## config.mk

```make
export PLATFORM = sky130hd
export DESIGN_NAME = capm_ctrl
export DESIGN_NICKNAME = d
export VERILOG_FILES = /design/src/sv/cascaded_attitude_pid_mixer_assert.svh /design/src/sv/capm_pkg.sv /design/src/sv/capm_ctrl.sv
export SDC_FILE = /design/constraint.sdc
export NUM_CORES = 1
export LEC_CHECK = 0
export BUFFER_PORTS_ARGS = -buffer_cell sky130_fd_sc_hd__buf_2
export CORE_MARGIN = 2
export CORE_UTILIZATION = 47
export DETAILED_ROUTE_END_ITERATION = 8
export GPL_TIMING_DRIVEN = 0
export PLACE_DENSITY = 0.68
export SLEW_MARGIN = 20
export SYNTH_ARGS = -nofsm -noshare
export SYNTH_HDL_FRONTEND = slang
export SYNTH_SLANG_ARGS = --single-unit
export TNS_END_PERCENT = 1
```

## constraint.sdc

```tcl
create_clock -name clk -period 3.2 [get_ports clk]
set_clock_uncertainty 0.05 [all_clocks]
set_input_delay 0.48 -clock clk [delete_from_list [all_inputs] [get_ports clk]]
set_output_delay 0.48 -clock clk [all_outputs]
set_load 0.1 [all_outputs]
```

## src/sv/cascaded_attitude_pid_mixer_assert.svh

```systemverilog
// ----------------------------------------------------------------------------
// cascaded attitude pid mixer assertion macros
// shared assertion forms, clocked on clk and disabled in reset
// ----------------------------------------------------------------------------
`ifndef CASCADED_ATTITUDE_PID_MIXER_ASSERT_SVH
`define CASCADED_ATTITUDE_PID_MIXER_ASSERT_SVH

// same-cycle implication
`define CAPM_ASSERT_IMP(lbl, ante, cons) \
lbl: assert property (@(posedge clk) disable iff (!rst_n) (ante) |-> (cons)) \
    else $error("capm assertion failed");

// next-cycle implication
`define CAPM_ASSERT_NXT(lbl, ante, cons) \
lbl: assert property (@(posedge clk) disable iff (!rst_n) (ante) |=> (cons)) \
    else $error("capm assertion failed");

`endif

```

## src/sv/capm_pkg.sv

```systemverilog
// ----------------------------------------------------------------------------
// capm_pkg
// types, constants and saturation helpers for the attitude pid mixer
// ----------------------------------------------------------------------------
package capm_pkg;

    localparam int FRAC_BITS = 8;
    localparam int NLOOPS    = 6;
    localparam int IN_W      = 240;
    localparam int OUT_W     = 152;
    localparam int CFG_IDX_W = 8;
    localparam int DIV_W     = 42;
    localparam int ACC_W     = 60;

    localparam logic [CFG_IDX_W-1:0] REG_ROLL_ANGLE  = 8'd0;
    localparam logic [CFG_IDX_W-1:0] REG_PITCH_ANGLE = 8'd1;
    localparam logic [CFG_IDX_W-1:0] REG_YAW_ANGLE   = 8'd2;
    localparam logic [CFG_IDX_W-1:0] REG_ROLL_RATE   = 8'd3;
    localparam logic [CFG_IDX_W-1:0] REG_PITCH_RATE  = 8'd4;
    localparam logic [CFG_IDX_W-1:0] REG_YAW_RATE    = 8'd5;
    localparam logic [CFG_IDX_W-1:0] REG_DT_STEP     = 8'd6;
    localparam logic [CFG_IDX_W-1:0] REG_AXIS_MODE   = 8'd7;

    localparam logic [1:0] MODE_FULL  = 2'd0;
    localparam logic [1:0] MODE_PITCH = 2'd1;
    localparam logic [1:0] MODE_ROLL  = 2'd2;
    localparam logic [1:0] MODE_YAW   = 2'd3;

    localparam logic [2:0] LOOP_LAST = 3'd5;

    localparam logic signed [25:0] HALF_TURN = 26'sd46080;
    localparam logic signed [25:0] FULL_TURN = 26'sd92160;
    localparam logic signed [26:0] MOTOR_MIN = 27'sd358400;
    localparam logic signed [26:0] MOTOR_MAX = 27'sd435200;
    localparam logic [15:0]        DT_RESET  = 16'd66;

    typedef enum logic [4:0] {
        S_IDLE, S_ERR, S_MEDT, S_INTEG, S_DLIM, S_WLIM, S_CLAMP, S_STINT,
        S_DDIF, S_WDIF, S_DERIV, S_MKP, S_AKP, S_MKI, S_AKI, S_MKDL, S_AKDL,
        S_MKDH, S_AKDH, S_OUT, S_MIX
    } state_t;

    typedef enum logic [4:0] {
        OP_NONE, OP_LOAD_ERR, OP_MUL_EDT, OP_INTEG, OP_DIV_LIM, OP_CLAMP,
        OP_STORE_INT, OP_DIV_DIFF, OP_DERIV, OP_MUL_KP, OP_MUL_KI, OP_MUL_KDL,
        OP_MUL_KDH, OP_ACC, OP_ACC_HI, OP_OUT, OP_MIX
    } op_t;

    typedef struct packed {
        op_t        op;
        logic [2:0] loop;
        logic       capture;
    } cmd_t;

    typedef struct packed {
        logic div_busy;
        logic div_done;
        logic ki_pos;
    } status_t;

    function automatic logic signed [23:0] sat24(input logic signed [26:0] v);
        if (v > 27'sd8388607)
            return 24'sh7fffff;
        else if (v < -27'sd8388608)
            return 24'sh800000;
        else
            return v[23:0];
    endfunction

endpackage

```

## src/sv/capm_ctrl.sv

```systemverilog
// ----------------------------------------------------------------------------
// capm_ctrl
// sequencer stepping the six pid loops through the shared datapath
// ----------------------------------------------------------------------------
module capm_ctrl (
    input  logic              clk,
    input  logic              rst_n,
    input  logic              in_tvalid,
    output logic              in_tready,
    output logic              out_tvalid,
    input  logic              out_tready,
    input  capm_pkg::status_t status,
    output capm_pkg::cmd_t    cmd
);
    import capm_pkg::*;

    state_t     state_reg, state_next;
    logic [2:0] loop_reg, loop_next;
    logic       oval_reg, oval_next;
    op_t        op;

    always_ff @(posedge clk or negedge rst_n)
    begin
        if (!rst_n)
        begin
            state_reg <= S_IDLE;
            loop_reg  <= '0;
            oval_reg  <= 1'b0;
        end
        else
        begin
            state_reg <= state_next;
            loop_reg  <= loop_next;
            oval_reg  <= oval_next;
        end
    end

    always_comb
    begin
        state_next = state_reg;
        loop_next  = loop_reg;
        oval_next  = oval_reg && !out_tready;
        op         = OP_NONE;
        in_tready  = (state_reg == S_IDLE);
        case (state_reg)
            S_IDLE:
            begin
                loop_next = '0;
                if (in_tvalid)
                    state_next = S_ERR;
            end
            S_ERR:
            begin
                op = OP_LOAD_ERR;
                state_next = S_MEDT;
            end
            S_MEDT:
            begin
                op = OP_MUL_EDT;
                state_next = S_INTEG;
            end
            S_INTEG:
            begin
                op = OP_INTEG;
                state_next = status.ki_pos ? S_DLIM : S_STINT;
            end
            S_DLIM:
            begin
                op = OP_DIV_LIM;
                state_next = S_WLIM;
            end
            S_WLIM:
            begin
                if (status.div_done)
                    state_next = S_CLAMP;
            end
            S_CLAMP:
            begin
                op = OP_CLAMP;
                state_next = S_STINT;
            end
            S_STINT:
            begin
                op = OP_STORE_INT;
                state_next = S_DDIF;
            end
            S_DDIF:
            begin
                op = OP_DIV_DIFF;
                state_next = S_WDIF;
            end
            S_WDIF:
            begin
                if (status.div_done)
                    state_next = S_DERIV;
            end
            S_DERIV:
            begin
                op = OP_DERIV;
                state_next = S_MKP;
            end
            S_MKP:
            begin
                op = OP_MUL_KP;
                state_next = S_AKP;
            end
            S_AKP:
            begin
                op = OP_ACC;
                state_next = S_MKI;
            end
            S_MKI:
            begin
                op = OP_MUL_KI;
                state_next = S_AKI;
            end
            S_AKI:
            begin
                op = OP_ACC;
                state_next = S_MKDL;
            end
            S_MKDL:
            begin
                op = OP_MUL_KDL;
                state_next = S_AKDL;
            end
            S_AKDL:
            begin
                op = OP_ACC;
                state_next = S_MKDH;
            end
            S_MKDH:
            begin
                op = OP_MUL_KDH;
                state_next = S_AKDH;
            end
            S_AKDH:
            begin
                op = OP_ACC_HI;
                state_next = S_OUT;
            end
            S_OUT:
            begin
                op = OP_OUT;
                if (loop_reg == LOOP_LAST)
                    state_next = S_MIX;
                else
                begin
                    loop_next  = loop_reg + 3'd1;
                    state_next = S_ERR;
                end
            end
            S_MIX:
            begin
                if (!oval_reg || out_tready)
                begin
                    op = OP_MIX;
                    oval_next  = 1'b1;
                    state_next = S_IDLE;
                end
            end
            default: state_next = S_IDLE;
        endcase
    end

    assign cmd.op      = op;
    assign cmd.loop    = loop_reg;
    assign cmd.capture = in_tvalid && in_tready;
    assign out_tvalid  = oval_reg;

endmodule

```

Yosys cells after proc, flatten, opt, wreduce, memory -nomap -nowiden --
Index checks and enable logic that the tools add are counted.
Word-level totals: input port bits 7, memory bits (read-only) 0, latch bits 0, logic and storage cells 53, RAM bits 0, flip-flop bits (word level) 9, memories kept 0, output and inout port bits 11
Cells by class: reductions and logical operators 10, divide/modulo/power cells 0, equality and inequality tests 26, mux-type cells 13, bitwise logic cells 0, add/subtract/negate cells 1, $lt $le $gt $ge 0, multipliers 0, shift operators 0
Operators by type and width (count):
- 5-bit case mux with 21 select lines | 1
- 5-bit case mux with 16 select lines | 1
- 5-bit by 4-bit equality test with 1-bit output (second input constant) | 8
- 5-bit two-way mux | 6
- 5-bit equality test (second input constant) | 5
- 5-bit by 3-bit equality test with 1-bit output (second input constant) | 4
- 5-bit by 2-bit equality test with 1-bit output (second input constant) | 2
- 2-bit inequality test (second input constant) | 5
- 3-bit case mux with 2 select lines | 1
- 5-bit by 1-bit equality test with 1-bit output (second input constant) | 1
- 5-bit zero test | 1
- 4-bit AND reduction | 1
- 3-bit by 1-bit adder with 3-bit output (second input constant) | 1
- 3-bit equality test (second input constant) | 1
- 3-bit two-way mux | 1
- 3-bit OR reduction | 1
- 1-bit logical AND | 2
- 1-bit zero test | 2
- 1-bit two-way mux | 2
- 2-bit two-way mux | 1
- 2-bit AND reduction | 1
- 2-bit nonzero test | 1
- 1-bit logical OR | 1

Longest topological paths before layout --
depth in word-level cells 4, depth in mapped cells 5, gate-level depth less buffers 5

Worst setup path after synthesis --
No wires, ideal clock.
path type register to output, start point register state_reg[1], end point output port cmd[6] in the netlist's numbering, setup slack -0.312 ns, path buffers 1, data arrival time 2.982 ns, required time 2.670 ns, stages on the path, launching flop included 6, path through dfrtp_1 -> clkbuf_1 -> inv_1 -> a21oi_1 -> a2bb2oi_1 -> o21ai_0
RTL lines:
- start, declared | RTL line capm_ctrl.sv:17 | state_t state_reg, state_next;
- start signal, assigned | RTL line capm_ctrl.sv:32 | state_reg <= state_next;
- end, declared | RTL line capm_ctrl.sv:13 | output capm_pkg::cmd_t cmd

==> results by group <==
Timing
  • Tmin final: 2.596 ns
  • Fin Setup TNS: 0 ns
  • Final Hold Vio Count: 0
  • Final period utilization: 81.13%
  • Max Slew Vio Count: 0
  • Final setup viols: 0
  • Relative slew margins: 67.84%
  • RSZ-0062 raised after global routing: no
  • Fmax: 385.2 MHz
  • Least-Margin Pin Slew: 0.4857 ns

Placement
  • GPL Wtd Cong: 0.8445
  • DP HPWL: 1.301 mm
  • Port buffer count: 16
  • Cell area after placement: 790.8 sq um

Synthesis
  • Post-synth EDFFs: 0
  • Syn_nets: 93
  • Most common cell in the netlist: dfrtp_1
  • Post-synth top area cell: dfrtp_1
  • Yosys cell types: 40
  • Sequential cell area fraction in the yosys report: 32.55%
  • Top cells by count, synth: dfrtp_1, a21oi_1, nor2_1, nand2_1
  • Cells after synthesis: 84
  • Yosys reg bits: 9
  • Synth warn: 0
  • Synth top area cells: dfrtp_1, a21oi_1, ha_1
  • Post-synth ARST share: 100.0%
  • Top cell type's share of synthesized area: 32.55%
  • Mean Syn Cell Area: 8.237 sq um
  • Post-synth top flop: dfrtp_1
  • Netlist Area Pre-Place: 691.9 sq um

Cells and area
  • Area Overhead vs Synth: 18.08%
  • Fillers: 142
  • Number of antenna diodes: 0
  • Final instance area: 817.0 sq um
  • Max FFs per register: 5
  • # nets final: 114
  • Finished Core Util: 61.26%
  • Proportion of layout cells with a drive suffix above 1: 20.19%

Global routing
  • GRT Resource Usage Total: 21.18%
  • Vias in the first global route: 675
  • First-pass GRT wire length: 2.884 mm
  • Grt total ovfl: 0
  • Initial antenna violation count: 0
  • Largest net degree at the start of global routing: 11

Worst setup path
  • CP Capture Type: output pin
  • WS Path Type: reg2out
  • Worst EP required: 2.67 ns
  • Arrival @ worst endpoint: 2.07 ns
  • Critical Path Start Type: register
  • Worst-path fanout max: 10

Clock tree
  • Post-CTS setup buffer count: 0
  • Clk slew on worst S/H paths: 0.06 ns
  • CTS tree: yes
  • Worst skew pair latency: 0.26 ns
  • Root Driver: clkbuf_4
  • H-tree depth: 1
  • CTS buffer count: 3
  • Post-CTS sizing: 0
  • Post-CTS Hold Buffers: 0
  • Clock Path Buffers: 2
  • Clk sinks: 9

Floorplanning
  • Initial cell density of the core: 51.88%
  • Chip Height: 42.37 microns
  • Core ar.: 1334 sq um
  • Die Span X: 42.37 microns
  • Num rows: 13
  • Total die area: 1795 sq um
  • I/O pin cnt: 18

Outcome
  • Status: finished, final reports clean

Hold path
  • Min-Delay Path Class: in2async

Routing
  • Vias per inst: 5.975
  • First DRT Iteration DRCs: 10
  • Wire length per cell: 14.48 microns
  • Total number of vias: 711
  • Final ANT Viol Nets: 0
  • DRC viols: 0
  • DRT Pass-1 Iters: 5
  • Post-Route WL: 1.723 mm

Flow run
  • Max-cap viol count: 0
cell families (layout without fill, tap and decap cells):
group | after synthesis | in the layout | synth area share (%)
muxes | 1 | 1 | 1.447
DFF | 9 | 9 | 32.55
adders and majority gates | 2 | 2 | 3.616
xor gates and xnor gates | 2 | 2 | 2.532
AOI/OAI and AO/OA | 28 | 28 | 29.66
buffers and inverters | 10 | 30 | 5.603
and+or+nand+nor | 32 | 32 | 24.59
cell type report:
class / instances / area [sq um] / share of cell area [%]
clock buffer: 4 / 26.28 / 3.216
inverter: 4 / 15.01 / 1.838
timing repair buffer: 16 / 80.08 / 9.801
tap: 15 / 18.77 / 2.297
multi-input combinational: 65 / 427.9 / 52.37
buffer: 6 / 23.77 / 2.910
sequential: 9 / 225.2 / 27.57
critical path, stage by stage (launching register included):
cell and delay [ns]:
dfrtp_1 0.40, clkbuf_1 0.37, nor2b_1 0.34, a21oi_1 0.12, o22ai_1 0.13, buf_2 0.44
cell usage in the layout (no fill, tap or decap), types with 2 or more instances in the layout:
cell / count
o21ai_1: 2
nand2_1: 5
nand4_1: 2
o21ai_0: 2
nor2_1: 6
clkbuf_1: 5
nor3_1: 3
clkbuf_4: 3
ha_1: 2
nor2b_1: 3
inv_1: 4
nor3b_1: 2
o211ai_1: 2
dfrtp_1: 9
a21oi_1: 8
buf_2: 17
nand3_1: 4
nand2b_1: 2
stage by stage:
step	hold WS, ns	std cells	setup slack (ns)
2_1_floorplan	0.1344	84	-0.2372
3_3_place_gp	0.2918	115	0.9114
3_5_place_dp	0.2920	115	0.9061
4_1_cts	0.01347	119	0.6152
5_1_grt	0.01330	119	0.4602
6_report	0.01497	119	0.6039
per-layer routing:
metal | vias to the layer above | global-route usage, % | wire (microns)
met4 | 0 | 12.50 | 30
li1 | 350 | - | -
met5 | - | 0 | 0
met3 | 4 | 3.448 | 81
met2 | 24 | 34.77 | 801
met1 | 333 | 25.81 | 809
final timing paths:
kind                                             to                startpoint  depth (start not counted)  slack, ns
max in group asynchronous  state_reg[2]$_DFFE_PN0P_                     rst_n                          1       2.90
max                                          cmd[5]  state_reg[2]$_DFFE_PN0P_                          5       0.60
min                        state_reg[0]$_DFFE_PN0P_                     rst_n                          1       0.01
max reg2reg                 loop_reg[1]$_DFFE_PN0P_  state_reg[4]$_DFFE_PN0P_                          5       1.20
min in group clk               out_tvalid$_DFF_PN0_                out_tready                          2       0.38
min reg2reg                 loop_reg[0]$_DFFE_PN0P_   loop_reg[0]$_DFFE_PN0P_                          1       0.50
Power is left out: the tool's default activity adds up to more than one toggle a clock period on the data nets, which glitch-free logic cannot reach.
